[config.mk]
export PLATFORM = sky130hd
export DESIGN_NAME = linear_interp_resampler_top
export DESIGN_NICKNAME = d
export VERILOG_FILES = /design/src/hw/rtl/lir_pkg.sv /design/src/hw/rtl/lir_front.sv /design/src/hw/rtl/lir_engine.sv /design/src/hw/rtl/lir_out.sv /design/src/hw/rtl/linear_interp_resampler_top.sv
export VERILOG_INCLUDE_DIRS = /design/src /design/src/hw/rtl
export SDC_FILE = /design/constraint.sdc
export NUM_CORES = 1
export LEC_CHECK = 0
export BUFFER_PORTS_ARGS = -buffer_cell sky130_fd_sc_hd__buf_2
export CAP_MARGIN = 15
export CORE_MARGIN = 10
export CORE_UTILIZATION = 54
export CTS_BUF_LIST = sky130_fd_sc_hd__clkbuf_8
export DETAILED_ROUTE_END_ITERATION = 10
export PLACE_DENSITY = 0.7
export SYNTH_ARGS = -nofsm -noshare
export SYNTH_HDL_FRONTEND = slang
export SYNTH_HIERARCHICAL = 1
export SYNTH_SLANG_ARGS = --single-unit
[constraint.sdc]
create_clock -name clock -period 11.8 [get_ports clock]
set_clock_uncertainty 0.15 [all_clocks]
set_input_delay 2.36 -clock clock [delete_from_list [all_inputs] [get_ports clock]]
set_output_delay 2.36 -clock clock [all_outputs]
set_load 0.02 [all_outputs]
[src/hw/rtl/linear_interp_resampler_top_assert.svh]
// Assertion macros for the resampler top level.
`ifndef LINEAR_INTERP_RESAMPLER_TOP_ASSERT_SVH
`define LINEAR_INTERP_RESAMPLER_TOP_ASSERT_SVH

// Same-cycle implication, disabled while reset is high.
`define LIR_ASSERT_IMPLY(label, clk, rst, cond, expr) \
   label: assert property (@(posedge clk) disable iff (rst) (cond) |-> (expr)) \
      else $error("lir: implication check failed");

// Next-cycle implication, disabled while reset is high.
`define LIR_ASSERT_NEXT(label, clk, rst, cond, expr) \
   label: assert property (@(posedge clk) disable iff (rst) (cond) |=> (expr)) \
      else $error("lir: next-cycle check failed");

`endif

[src/hw/rtl/lir_pkg.sv]
package lir_pkg;

   // Configuration registers are a fixed 24 bits wide.
   localparam int RegBits = 24;

   localparam int DefSampleBits  = 16;
   localparam int DefFracBits    = 16;
   localparam int DefMaxUpsample = 32;

   // Depth of the item queue between front and back.
   localparam int QueueDepth = 2;

   typedef enum logic [0:0] {
      CSR_STEP_RATIO   = 1'b0,
      CSR_OUTPUT_COUNT = 1'b1
   } csr_index_type;

   // Control that travels with a result through the multiply stage.
   typedef struct packed {
      logic valid;
      logic run_last;
      logic stream_done;
   } stage_ctrl_type;

endpackage

[src/hw/rtl/lir_front.sv]
module lir_front #(
   parameter int SAMPLE_BITS = lir_pkg::DefSampleBits
) (
   input  logic                   clock,
   input  logic                   reset,
   input  logic                   req_valid,
   output logic                   req_ready,
   input  logic [SAMPLE_BITS-1:0] req_sample_in,
   input  logic                   req_stream_end,
   output logic                   q_valid,
   output logic [SAMPLE_BITS-1:0] q_sample,
   output logic                   q_end,
   input  logic                   q_pop
);

   localparam int PtrBits = (lir_pkg::QueueDepth > 1) ? $clog2(lir_pkg::QueueDepth) : 1;
   localparam int CntBits = $clog2(lir_pkg::QueueDepth + 1);

   logic [SAMPLE_BITS-1:0] sample_ff [lir_pkg::QueueDepth];
   logic                   end_ff    [lir_pkg::QueueDepth];
   logic [PtrBits-1:0]     wr_ptr_ff, wr_ptr_in;
   logic [PtrBits-1:0]     rd_ptr_ff, rd_ptr_in;
   logic [CntBits-1:0]     count_ff, count_in;
   logic                   push;
   logic                   pop;

   assign req_ready = (count_ff != CntBits'(lir_pkg::QueueDepth));
   assign push      = req_valid && req_ready;
   assign q_valid   = (count_ff != '0);
   assign pop       = q_pop && q_valid;
   assign q_sample  = sample_ff[rd_ptr_ff];
   assign q_end     = end_ff[rd_ptr_ff];

   always_comb begin
      wr_ptr_in = wr_ptr_ff;
      rd_ptr_in = rd_ptr_ff;
      count_in  = count_ff;
      if (push) begin
         wr_ptr_in = (wr_ptr_ff == PtrBits'(lir_pkg::QueueDepth - 1)) ? '0 : wr_ptr_ff + 1'b1;
      end
      if (pop) begin
         rd_ptr_in = (rd_ptr_ff == PtrBits'(lir_pkg::QueueDepth - 1)) ? '0 : rd_ptr_ff + 1'b1;
      end
      if (push && !pop) begin
         count_in = count_ff + 1'b1;
      end else if (pop && !push) begin
         count_in = count_ff - 1'b1;
      end
   end

   always_ff @(posedge clock) begin
      if (reset) begin
         wr_ptr_ff <= '0;
         rd_ptr_ff <= '0;
         count_ff  <= '0;
      end else begin
         wr_ptr_ff <= wr_ptr_in;
         rd_ptr_ff <= rd_ptr_in;
         count_ff  <= count_in;
      end
   end

   always_ff @(posedge clock) begin
      if (push) begin
         sample_ff[wr_ptr_ff] <= req_sample_in;
         end_ff[wr_ptr_ff]    <= req_stream_end;
      end
   end

endmodule

[src/hw/rtl/lir_engine.sv]
module lir_engine #(
   parameter int SAMPLE_BITS  = lir_pkg::DefSampleBits,
   parameter int FRAC_BITS    = lir_pkg::DefFracBits,
   parameter int MAX_UPSAMPLE = lir_pkg::DefMaxUpsample
) (
   input  logic                                 clock,
   input  logic                                 reset,
   input  logic [lir_pkg::RegBits-1:0]          step_ratio,
   input  logic [lir_pkg::RegBits-1:0]          output_count,
   input  logic                                 q_valid,
   input  logic [SAMPLE_BITS-1:0]               q_sample,
   input  logic                                 q_end,
   output logic                                 q_pop,
   input  logic                                 out_ready,
   output lir_pkg::stage_ctrl_type              s1_ctrl,
   output logic signed [SAMPLE_BITS+FRAC_BITS+1:0] s1_prod,
   output logic [SAMPLE_BITS-1:0]               s1_base
);

   localparam int RegBits  = lir_pkg::RegBits;
   localparam int PosBits  = RegBits + FRAC_BITS;
   localparam int CntBits  = $clog2(MAX_UPSAMPLE + 1);
   localparam int ProdBits = SAMPLE_BITS + FRAC_BITS + 2;

   logic [SAMPLE_BITS-1:0]     prev_ff, prev_in;
   logic                       have_prev_ff, have_prev_in;
   logic [RegBits-1:0]         idx_ff, idx_in;
   logic [PosBits-1:0]         pos_ff, pos_in;
   logic [RegBits-1:0]         emitted_ff, emitted_in;
   logic [CntBits-1:0]         n_ff, n_in;

   lir_pkg::stage_ctrl_type    ctrl_ff, ctrl_in;
   logic signed [ProdBits-1:0] prod_ff, prod_in;
   logic [SAMPLE_BITS-1:0]     base_ff, base_in;

   logic                       can_issue;
   logic                       room, below, interp_ok, end_ok, want;
   logic                       next_room, next_below, next_interp, next_end;
   logic                       run_last, done, emit, finish;
   logic [RegBits:0]           emitted_inc;
   logic [PosBits:0]           pos_sum;
   logic [PosBits-1:0]         pos_next;
   logic signed [SAMPLE_BITS:0] diff;
   logic signed [FRAC_BITS:0]  frac;

   assign can_issue = !ctrl_ff.valid || out_ready;

   assign room      = (n_ff < CntBits'(MAX_UPSAMPLE));
   assign below     = (emitted_ff < output_count);
   assign interp_ok = have_prev_ff && room && below && (pos_ff[PosBits-1:FRAC_BITS] < idx_ff);
   assign end_ok    = q_end && room && below;
   assign want      = interp_ok || end_ok;

   // Look one result ahead so the last result of the item is flagged.
   assign emitted_inc = {1'b0, emitted_ff} + 1'b1;
   assign pos_sum     = {1'b0, pos_ff} + PosBits'(step_ratio);
   assign pos_next    = pos_sum[PosBits] ? '1 : pos_sum[PosBits-1:0];
   assign next_room   = (n_ff < CntBits'(MAX_UPSAMPLE - 1));
   assign next_below  = (emitted_inc < {1'b0, output_count});
   assign next_interp = interp_ok && next_room && next_below &&
                        (pos_next[PosBits-1:FRAC_BITS] < idx_ff);
   assign next_end    = q_end && next_room && next_below;
   assign run_last    = !(next_interp || next_end);
   assign done        = (emitted_inc == {1'b0, output_count}) || (q_end && run_last);

   assign emit   = q_valid && want && can_issue;
   assign finish = q_valid && (!want || (emit && run_last));
   assign q_pop  = finish;

   assign diff = $signed({q_sample[SAMPLE_BITS-1], q_sample}) -
                 $signed({prev_ff[SAMPLE_BITS-1], prev_ff});
   assign frac = $signed({1'b0, pos_ff[FRAC_BITS-1:0]});

   always_comb begin
      prev_in      = prev_ff;
      have_prev_in = have_prev_ff;
      idx_in       = idx_ff;
      pos_in       = pos_ff;
      emitted_in   = emitted_ff;
      n_in         = n_ff;
      ctrl_in      = ctrl_ff;
      prod_in      = prod_ff;
      base_in      = base_ff;

      if (can_issue) begin
         ctrl_in.valid = 1'b0;
      end

      if (emit) begin
         ctrl_in.valid       = 1'b1;
         ctrl_in.run_last    = run_last;
         ctrl_in.stream_done = done;
         n_in                = n_ff + 1'b1;
         emitted_in          = emitted_inc[RegBits-1:0];
         if (interp_ok) begin
            prod_in = ProdBits'(diff * frac);
            base_in = prev_ff;
            pos_in  = pos_next;
         end else begin
            // End clamp: repeat the last sample.
            prod_in = '0;
            base_in = q_sample;
         end
      end

      if (finish) begin
         n_in = '0;
         if (q_end) begin
            prev_in      = '0;
            have_prev_in = 1'b0;
            idx_in       = '0;
            pos_in       = '0;
            emitted_in   = '0;
         end else begin
            prev_in      = q_sample;
            have_prev_in = 1'b1;
            if (idx_ff != '1) begin
               idx_in = idx_ff + 1'b1;
            end
         end
      end
   end

   always_ff @(posedge clock) begin
      if (reset) begin
         prev_ff      <= '0;
         have_prev_ff <= 1'b0;
         idx_ff       <= '0;
         pos_ff       <= '0;
         emitted_ff   <= '0;
         n_ff         <= '0;
         ctrl_ff      <= '0;
      end else begin
         prev_ff      <= prev_in;
         have_prev_ff <= have_prev_in;
         idx_ff       <= idx_in;
         pos_ff       <= pos_in;
         emitted_ff   <= emitted_in;
         n_ff         <= n_in;
         ctrl_ff      <= ctrl_in;
      end
   end

   always_ff @(posedge clock) begin
      prod_ff <= prod_in;
      base_ff <= base_in;
   end

   assign s1_ctrl = ctrl_ff;
   assign s1_prod = prod_ff;
   assign s1_base = base_ff;

endmodule

[src/hw/rtl/lir_out.sv]
module lir_out #(
   parameter int SAMPLE_BITS = lir_pkg::DefSampleBits,
   parameter int FRAC_BITS   = lir_pkg::DefFracBits
) (
   input  logic                                    clock,
   input  logic                                    reset,
   input  lir_pkg::stage_ctrl_type                 s1_ctrl,
   input  logic signed [SAMPLE_BITS+FRAC_BITS+1:0] s1_prod,
   input  logic [SAMPLE_BITS-1:0]                  s1_base,
   output logic                                    out_ready,
   output logic                                    rsp_valid,
   input  logic                                    rsp_ready,
   output logic [SAMPLE_BITS-1:0]                  rsp_sample_out,
   output logic                                    rsp_run_last,
   output logic                                    rsp_stream_done
);

   localparam int ProdBits = SAMPLE_BITS + FRAC_BITS + 2;

   logic                       valid_ff, valid_in;
   logic [SAMPLE_BITS-1:0]     sample_ff;
   logic                       run_last_ff;
   logic                       done_ff;
   logic signed [ProdBits-1:0] step;
   logic                       load;

   // Floor division by the fraction scale is an arithmetic shift.
   assign step      = s1_prod >>> FRAC_BITS;
   assign out_ready = !valid_ff || rsp_ready;
   assign load      = s1_ctrl.valid && out_ready;
   assign valid_in  = load || (valid_ff && !rsp_ready);

   always_ff @(posedge clock) begin
      if (reset) begin
         valid_ff <= 1'b0;
      end else begin
         valid_ff <= valid_in;
      end
   end

   always_ff @(posedge clock) begin
      if (load) begin
         sample_ff   <= s1_base + step[SAMPLE_BITS-1:0];
         run_last_ff <= s1_ctrl.run_last;
         done_ff     <= s1_ctrl.stream_done;
      end
   end

   assign rsp_valid       = valid_ff;
   assign rsp_sample_out  = sample_ff;
   assign rsp_run_last    = run_last_ff;
   assign rsp_stream_done = done_ff;

endmodule

[src/hw/rtl/linear_interp_resampler_top.sv]
// Linear interpolation resampler. Output i of a stream sits at source position
// i*step_ratio (unsigned Q8.16) and is prev + floor((cur - prev) * frac), made
// from the two input samples around it; an input item releases every pending
// output up to its position, at most MAX_UPSAMPLE of them, and the item marked
// stream_end pads up to output_count with its own sample, then clears the
// stream state. The back end issues one result per cycle from its single
// interpolation issue slot while the output side can take it; an item that
// causes no result is still taken from the queue. An issued result passes the
// product register and then the output register. A two-entry queue lets new
// items in while the back end works. Write step_ratio and output_count only
// while the block is idle.

`include "linear_interp_resampler_top_assert.svh"

module linear_interp_resampler_top #(
   parameter int SAMPLE_BITS  = lir_pkg::DefSampleBits,
   parameter int FRAC_BITS    = lir_pkg::DefFracBits,
   parameter int MAX_UPSAMPLE = lir_pkg::DefMaxUpsample
) (
   input  logic                        clock,
   input  logic                        reset,
   // Input channel
   input  logic                        req_valid,
   output logic                        req_ready,
   input  logic [SAMPLE_BITS-1:0]      req_sample_in,
   input  logic                        req_stream_end,
   // Result channel
   output logic                        rsp_valid,
   input  logic                        rsp_ready,
   output logic [SAMPLE_BITS-1:0]      rsp_sample_out,
   output logic                        rsp_run_last,
   output logic                        rsp_stream_done,
   // Configuration write port
   input  logic                        csr_write,
   input  logic [0:0]                  csr_index,
   input  logic [lir_pkg::RegBits-1:0] csr_wdata
);

   localparam int RegBits  = lir_pkg::RegBits;
   localparam int ProdBits = SAMPLE_BITS + FRAC_BITS + 2;
   // Unity ratio: one input sample per output sample.
   localparam logic [RegBits-1:0] UnityRatio = RegBits'(64'd1 << FRAC_BITS);

   logic [RegBits-1:0]         step_ratio_ff, step_ratio_in;
   logic [RegBits-1:0]         output_count_ff, output_count_in;

   logic                       q_valid;
   logic [SAMPLE_BITS-1:0]     q_sample;
   logic                       q_end;
   logic                       q_pop;
   logic                       out_ready;
   lir_pkg::stage_ctrl_type    s1_ctrl;
   logic signed [ProdBits-1:0] s1_prod;
   logic [SAMPLE_BITS-1:0]     s1_base;

   // Configuration registers: take the write data at once, no read-back.
   always_comb begin
      step_ratio_in   = step_ratio_ff;
      output_count_in = output_count_ff;
      if (csr_write) begin
         unique case (lir_pkg::csr_index_type'(csr_index))
            lir_pkg::CSR_STEP_RATIO:   step_ratio_in   = csr_wdata;
            lir_pkg::CSR_OUTPUT_COUNT: output_count_in = csr_wdata;
            default: ;
         endcase
      end
   end

   always_ff @(posedge clock) begin
      if (reset) begin
         step_ratio_ff   <= UnityRatio;
         output_count_ff <= '0;
      end else begin
         step_ratio_ff   <= step_ratio_in;
         output_count_ff <= output_count_in;
      end
   end

   // Front: accept items into the queue.
   lir_front #(
      .SAMPLE_BITS (SAMPLE_BITS)
   ) u_front (
      .clock          (clock),
      .reset          (reset),
      .req_valid      (req_valid),
      .req_ready      (req_ready),
      .req_sample_in  (req_sample_in),
      .req_stream_end (req_stream_end),
      .q_valid        (q_valid),
      .q_sample       (q_sample),
      .q_end          (q_end),
      .q_pop          (q_pop)
   );

   // Back: walk the output positions of the head item, one result per cycle while
   // the output side is ready, and form the interpolation product.
   lir_engine #(
      .SAMPLE_BITS  (SAMPLE_BITS),
      .FRAC_BITS    (FRAC_BITS),
      .MAX_UPSAMPLE (MAX_UPSAMPLE)
   ) u_engine (
      .clock        (clock),
      .reset        (reset),
      .step_ratio   (step_ratio_ff),
      .output_count (output_count_ff),
      .q_valid      (q_valid),
      .q_sample     (q_sample),
      .q_end        (q_end),
      .q_pop        (q_pop),
      .out_ready    (out_ready),
      .s1_ctrl      (s1_ctrl),
      .s1_prod      (s1_prod),
      .s1_base      (s1_base)
   );

   // Back: scale, add and hold the result until it is taken.
   lir_out #(
      .SAMPLE_BITS (SAMPLE_BITS),
      .FRAC_BITS   (FRAC_BITS)
   ) u_out (
      .clock           (clock),
      .reset           (reset),
      .s1_ctrl         (s1_ctrl),
      .s1_prod         (s1_prod),
      .s1_base         (s1_base),
      .out_ready       (out_ready),
      .rsp_valid       (rsp_valid),
      .rsp_ready       (rsp_ready),
      .rsp_sample_out  (rsp_sample_out),
      .rsp_run_last    (rsp_run_last),
      .rsp_stream_done (rsp_stream_done)
   );

   // The end of a stream is always the last result of its item.
   `LIR_ASSERT_IMPLY(a_done_is_last, clock, reset, rsp_valid && rsp_stream_done, rsp_run_last)
   // Drop an item from the queue only when one is there.
   `LIR_ASSERT_IMPLY(a_pop_has_item, clock, reset, q_pop, q_valid)
   // Hold a stalled product stage.
   `LIR_ASSERT_NEXT(a_stage_holds, clock, reset, s1_ctrl.valid && !out_ready, s1_ctrl.valid)

endmodule

==> results.py, run 1 <==
metrics = {
    "power_and_ir_drop": {
        "power.density_nw_per_um2": 145,
        "total_power_mw": 4.10,
        "power_switching_mw": 1.94,
        "pwr-share-clk": 0.184,
        "switching_share": 0.472,
        "p_leak_nw": 12.9,
        "seq_power_share": 0.278,
        "comb_power_share": 0.538,
        "vdd_drop_max_mv": 0.201,
        "cell_internal_pwr_mw": 2.16,
    },
    "sta": {
        "fin_crit_sh": 0.858,
        "fmax_mhz": 98.7,
        "slew_headroom": 0.199,
        "setup_viol": 0,
        "hold_viol_final": 0,
        "hold_ws_ns": 0.306,
        "finalSetupTns_ns": 0,
        "worst_slack_ns": 1.67,
        "finalMaxSlewViolations": 0,
        "rsz0062_at_grt": "false",
        "layout_min_cycle_time_ns": 10.13,
        "worst_pin_slew_ns": 1.17,
    },
    "cts": {
        "htreeDepth": 2,
        "cts_root_buffer": "clkbuf_8",
        "clock-sinks": 252,
        "postCtsSetupBuffers": 0,
        "worstSkewPairLatency_ns": 0.62,
        "cts_made_buffers": 45,
        "clock_path_buffers": 3,
        "cts_tree": "built",
        "post_cts_resized": 0,
        "clk_pin_slew_ns": 0.06,
        "hold_buffers": 0,
    },
    "final_layout": {
        "utilization": 0.577,
        "area_delta_synth_final_pct": 5.91,
        "seqCellArea_um2": 5890,
        "multiInputGateArea_um2": 18500,
        "layout_commonest_cell": "inv_1",
        "antennaDiodeCount": 0,
        "layout-drive-gt1-share": 0.0738,
        "fill_cells": 4356,
        "fin_cells": 3687,
        "final_cell_mix": "454 x inv_1, 299 x nand2_1, 271 x fa_1, 237 x ha_1, 168 x dfxtp_1",
        "nNetsFinal": 3549,
        "final_area_um2": 28200,
    },
    "global_route": {
        "grt_antenna_before_repair": 0,
        "grt_max_degree": 113,
        "overflow": 0,
        "grt_pass1_wl_um": 111000,
        "grt_pass1_vias": 22002,
        "grt_usage": 0.228,
    },
    "setup_path": {
        "cp.required_ns": 11.98,
        "endpoint_kind": "flip-flop",
        "arrival_ns": 10.31,
        "slowest_delay_ns": 1.00,
        "path_class": "reg -> reg",
        "worstPathMaxFanout": 17,
        "start_kind": "flip-flop",
        "crit_top_cell": "fa_1",
        "crit_slowest_cell": "a2111oi_0",
        "critical_path.top_delay_family": "adder cells",
        "crit_buf_inv": 4,
    },
    "detailed_routing": {
        "drc": 0,
        "vias": 21094,
        "drt_wl_total_um": 67200,
        "detail-route-antenna-nets": 0,
        "drt-vias-per-instance": 5.72,
        "dr.first_iter.drc_count": 1255,
        "avgRoutedWirePerCell_um": 18.2,
        "dr.pass1.iters": 5,
    },
    "place": {
        "place_ws_ns": 1.77,
        "io_buffers": 66,
        "dp_hpwl_um": 52300,
        "dpl.cell_count": 3611,
        "dpl_cell_area_um2": 27400,
        "gp_congestion": 0.898,
    },
    "floorplan": {
        "fp.dieH_um": 242,
        "rows": 81,
        "die_x_um": 242,
        "dieArea_um2": 58600,
        "coreArea_um2": 48800,
        "initial_utilization": 0.545,
        "io_pins": 67,
    },
    "run_status": {
        "status": "finished, final reports clean",
    },
    "synthesis": {
        "netlist_area_um2": 26600,
        "synthCells": 2997,
        "yosysWarnings": 6,
        "avgSynthCellArea_um2": 8.89,
        "synth_nets": 3552,
    },
    "worst_hold_path": {
        "hold_class": "reg -> reg",
    },
    "job": {
        "drv_cap": 0,
    },
}
-- worst register-to-register path, delay by kind of cell, from the launching register on --
kind	cells	cell delay, ns
xor gates and xnor gates	1	0.14
and+or+nand+nor	5	0.76
buffers and inverters	4	0.20
AOI/OAI and AO/OA	10	3.53
muxes	1	0.31
adders and majority gates	9	4.01
DFF	1	0.80
-- power groups by stage --
stage / combinational [mW] / clock, mW / sequential (mW)
after CTS: 2.19 / 0.774 / 1.14
after global routing: 2.44 / 0.817 / 1.15
after detailed placement: 2.18 / 0 / 1.16
after floorplan: 1.56 / 0 / 1.12
after global placement: 2.11 / 0 / 1.15
final: 2.21 / 0.754 / 1.14
-- worst paths after layout --
path	to	slack [ns]	cells past startpoint	start
max	u_engine/s1_prod[30]	1.67	30	flip-flop
min reg2reg	u_out/rsp_valid	0.31	2	u_engine/s1_ctrl[2]
max reg2reg	u_engine/s1_prod[30]	1.67	30	flip-flop
min	u_out/rsp_valid	0.31	2	u_engine/s1_ctrl[2]
-- state kept, by name (all words and copies together) (netlist names), 3 cells and up, named ones only --
name and flops:
u_front/sample_ff 32, u_engine/s1_prod 16, output_count_ff 24, u_engine/emitted_ff 24, u_engine/prev_ff 16, u_engine/n_ff 6, u_out/rsp_sample_out 16, u_engine/idx_ff 24
step_ratio_ff 24, u_engine/pos_ff 40, u_engine/s1_ctrl 3, u_engine/s1_base 16
-- routing by layer --
layer	part of all wire	track usage
met1	0.42	0.287
met2	0.48	0.386
met3	0.056	0.0370
met4	0.034	0.0862
met5	0	0
-- layout make-up --
class | instances | share of cell area
Tap cell | 664 | 0.0295
Multi-Input combinational cell | 2161 | 0.655
Clock buffer | 51 | 0.0249
Inverter | 435 | 0.0579
Clock inverter | 25 | 0.00368
Timing Repair Buffer | 99 | 0.0206
Sequential cell | 252 | 0.209
Note: power is estimated with default switching activity, not from simulation.
==> run 2, diff against run 1 <==
--- a/config.mk
+++ b/config.mk
@@ -12,7 +12,7 @@
 export CORE_UTILIZATION = 54
 export CTS_BUF_LIST = sky130_fd_sc_hd__clkbuf_8
 export DETAILED_ROUTE_END_ITERATION = 10
-export PLACE_DENSITY = 0.7
+export PLACE_DENSITY_LB_ADDON = 0.1
 export SYNTH_ARGS = -nofsm -noshare
 export SYNTH_HDL_FRONTEND = slang
 export SYNTH_HIERARCHICAL = 1
==> run 2 against run 1 <==
  * First-iteration DRC count fell by 4.6%
  * Design area increased by 0.15%
  * Register-to-register slack better by 0.10 ns
  * Critical path depth unchanged
  * Clock power grew 4.4%
  * Critical endpoint unchanged
==> results.py, run 2 (synthesis gave the netlist of run 1 again) <==
metrics = {
    "setup_path": {
        "worstPathMaxFanout": 17,
        "crit_top_cell": "fa_1",
        "start_kind": "flip-flop",
        "cp.required_ns": 11.97,
        "crit_slowest_cell": "a2111oi_0",
        "arrival_ns": 10.20,
        "slowest_delay_ns": 0.83,
        "path_class": "reg -> reg",
        "endpoint_kind": "flip-flop",
    },
    "cts": {
        "htreeDepth": 2,
        "clock_path_buffers": 3,
        "clk_pin_slew_ns": 0.06,
        "hold_buffers": 0,
        "postCtsSetupBuffers": 0,
        "cts_made_buffers": 46,
        "cts_root_buffer": "clkbuf_8",
        "post_cts_resized": 0,
        "cts_tree": "built",
        "clock-sinks": 252,
        "worstSkewPairLatency_ns": 0.60,
    },
    "detailed_routing": {
        "drt_wl_total_um": 66400,
        "dr.first_iter.drc_count": 1197,
        "vias": 20769,
        "drt-vias-per-instance": 5.63,
        "detail-route-antenna-nets": 0,
        "drc": 0,
        "avgRoutedWirePerCell_um": 18.0,
        "dr.pass1.iters": 6,
    },
    "place": {
        "gp_congestion": 0.888,
        "dp_hpwl_um": 51600,
        "io_buffers": 66,
        "place_ws_ns": 1.81,
        "dpl.cell_count": 3612,
    },
    "final_layout": {
        "largest_reg_flops": 40,
        "fin_cells": 3690,
        "regMostFlops": "u_engine/pos_ff",
        "layout_commonest_cell": "inv_1",
        "nNetsFinal": 3551,
        "layout-drive-gt1-share": 0.0750,
        "reg_top3": "u_engine/pos_ff (40), u_front/sample_ff (32)",
        "area_delta_synth_final_pct": 6.06,
        "final_cell_mix": "448 x inv_1, 299 x nand2_1, 271 x fa_1, 237 x ha_1, 168 x dfxtp_1",
    },
    "sta": {
        "finalMaxSlewViolations": 0,
        "rsz0062_at_grt": "false",
        "slew_headroom": 0.237,
        "layout_min_cycle_time_ns": 10.03,
        "fin_crit_sh": 0.850,
        "worst_slack_ns": 1.77,
        "setup_viol": 0,
        "worst_pin_slew_ns": 1.14,
        "finalSetupTns_ns": 0,
        "fmax_mhz": 99.7,
        "hold_viol_final": 0,
    },
    "run_status": {
        "status": "finished, final reports clean",
    },
    "floorplan": {
        "die_x_um": 242,
        "coreArea_um2": 48800,
        "fp.dieH_um": 242,
        "dieArea_um2": 58600,
        "rows": 81,
        "initial_utilization": 0.545,
        "io_pins": 67,
    },
    "power_and_ir_drop": {
        "power.density_nw_per_um2": 146,
        "vdd_drop_max_mv": 0.166,
        "total_power_mw": 4.12,
        "p_leak_nw": 12.9,
    },
    "global_route": {
        "overflow": 0,
        "grt_antenna_before_repair": 1,
        "busiest_layer": "met2",
        "grt_pass1_wl_um": 109000,
        "grt_max_degree": 103,
        "grt_usage": 0.224,
        "gr-usage-met1": 0.293,
        "use_met2": 0.385,
        "grt_pass1_vias": 20877,
        "use_met3": 0.0317,
    },
    "job": {
        "drv_cap": 0,
    },
    "worst_hold_path": {
        "hold_class": "reg -> reg",
    },
}
run 2: changes by cell type in the layout (fill, tap and decap cells not counted), sizes merged:
| cell | previous run | this run |
|---|---|---|
| clkinvlp | 2 | 1 |
| inv | 455 | 450 |
| diode | 0 | 1 |
| clkinv | 3 | 11 |
| clkbuf | 51 | 48 |
| buf | 99 | 100 |
| bufinv | 0 | 2 |
run 2: cell type report:
type,count,area (um^2)
clock inverters,29,178
flip-flops and latches,252,5890
repair buffers,100,588
well taps,664,831
clock buffers,48,661
inverters,435,1630
fillers,4396,20600
multi-input cells,2161,18500
diodes,1,2.50
run 2: metrics by stage:
stage | area [um^2] | hold slack, ns | utilization
6_report | 28200 | 0.312 | 0.578
5_1_grt | 28200 | 0.334 | 0.578
4_1_cts | 28200 | 0.314 | 0.578
3_5_place_dp | 27400 | 0.296 | 0.561
3_3_place_gp | 27400 | 0.308 | 0.561
2_1_floorplan | 26600 | 0.253 | -
run 2: worst max-delay path, delay by kind of cell (launching register included):
family          cells  cell delay [ns]
compound gates     10             3.40
flops               1             0.79
fa+ha+maj           9             4.02
buf+inv             4             0.22
simple gates        5             0.74
xor+xnor            1             0.14
mux                 1             0.30
run 2: path summary, 6_finish.rpt:
path	start	endpoint	slack (ns)	depth (start not counted)
setup / recovery	flip-flop	u_engine/s1_prod[30]	1.77	30
hold / removal	u_engine/s1_ctrl[2]	u_out/rsp_valid	0.31	2
setup reg to reg	flip-flop	u_engine/s1_prod[30]	1.77	30
hold reg to reg	u_engine/s1_ctrl[2]	u_out/rsp_valid	0.31	2
run 2: per-layer routing:
metal	share of wire	vias up
met3	0.049	92
met4	0.020	0
met5	0	-
met2	0.49	508
met1	0.44	10164
li1	-	10005
run 2: where the power goes:
group	switching [mW]	internal [mW]	leakage, nW
registers	0.0820	1.05	2.15
logic	1.49	0.714	10.3
clock network	0.369	0.418	0.488
total	1.94	2.18	12.9
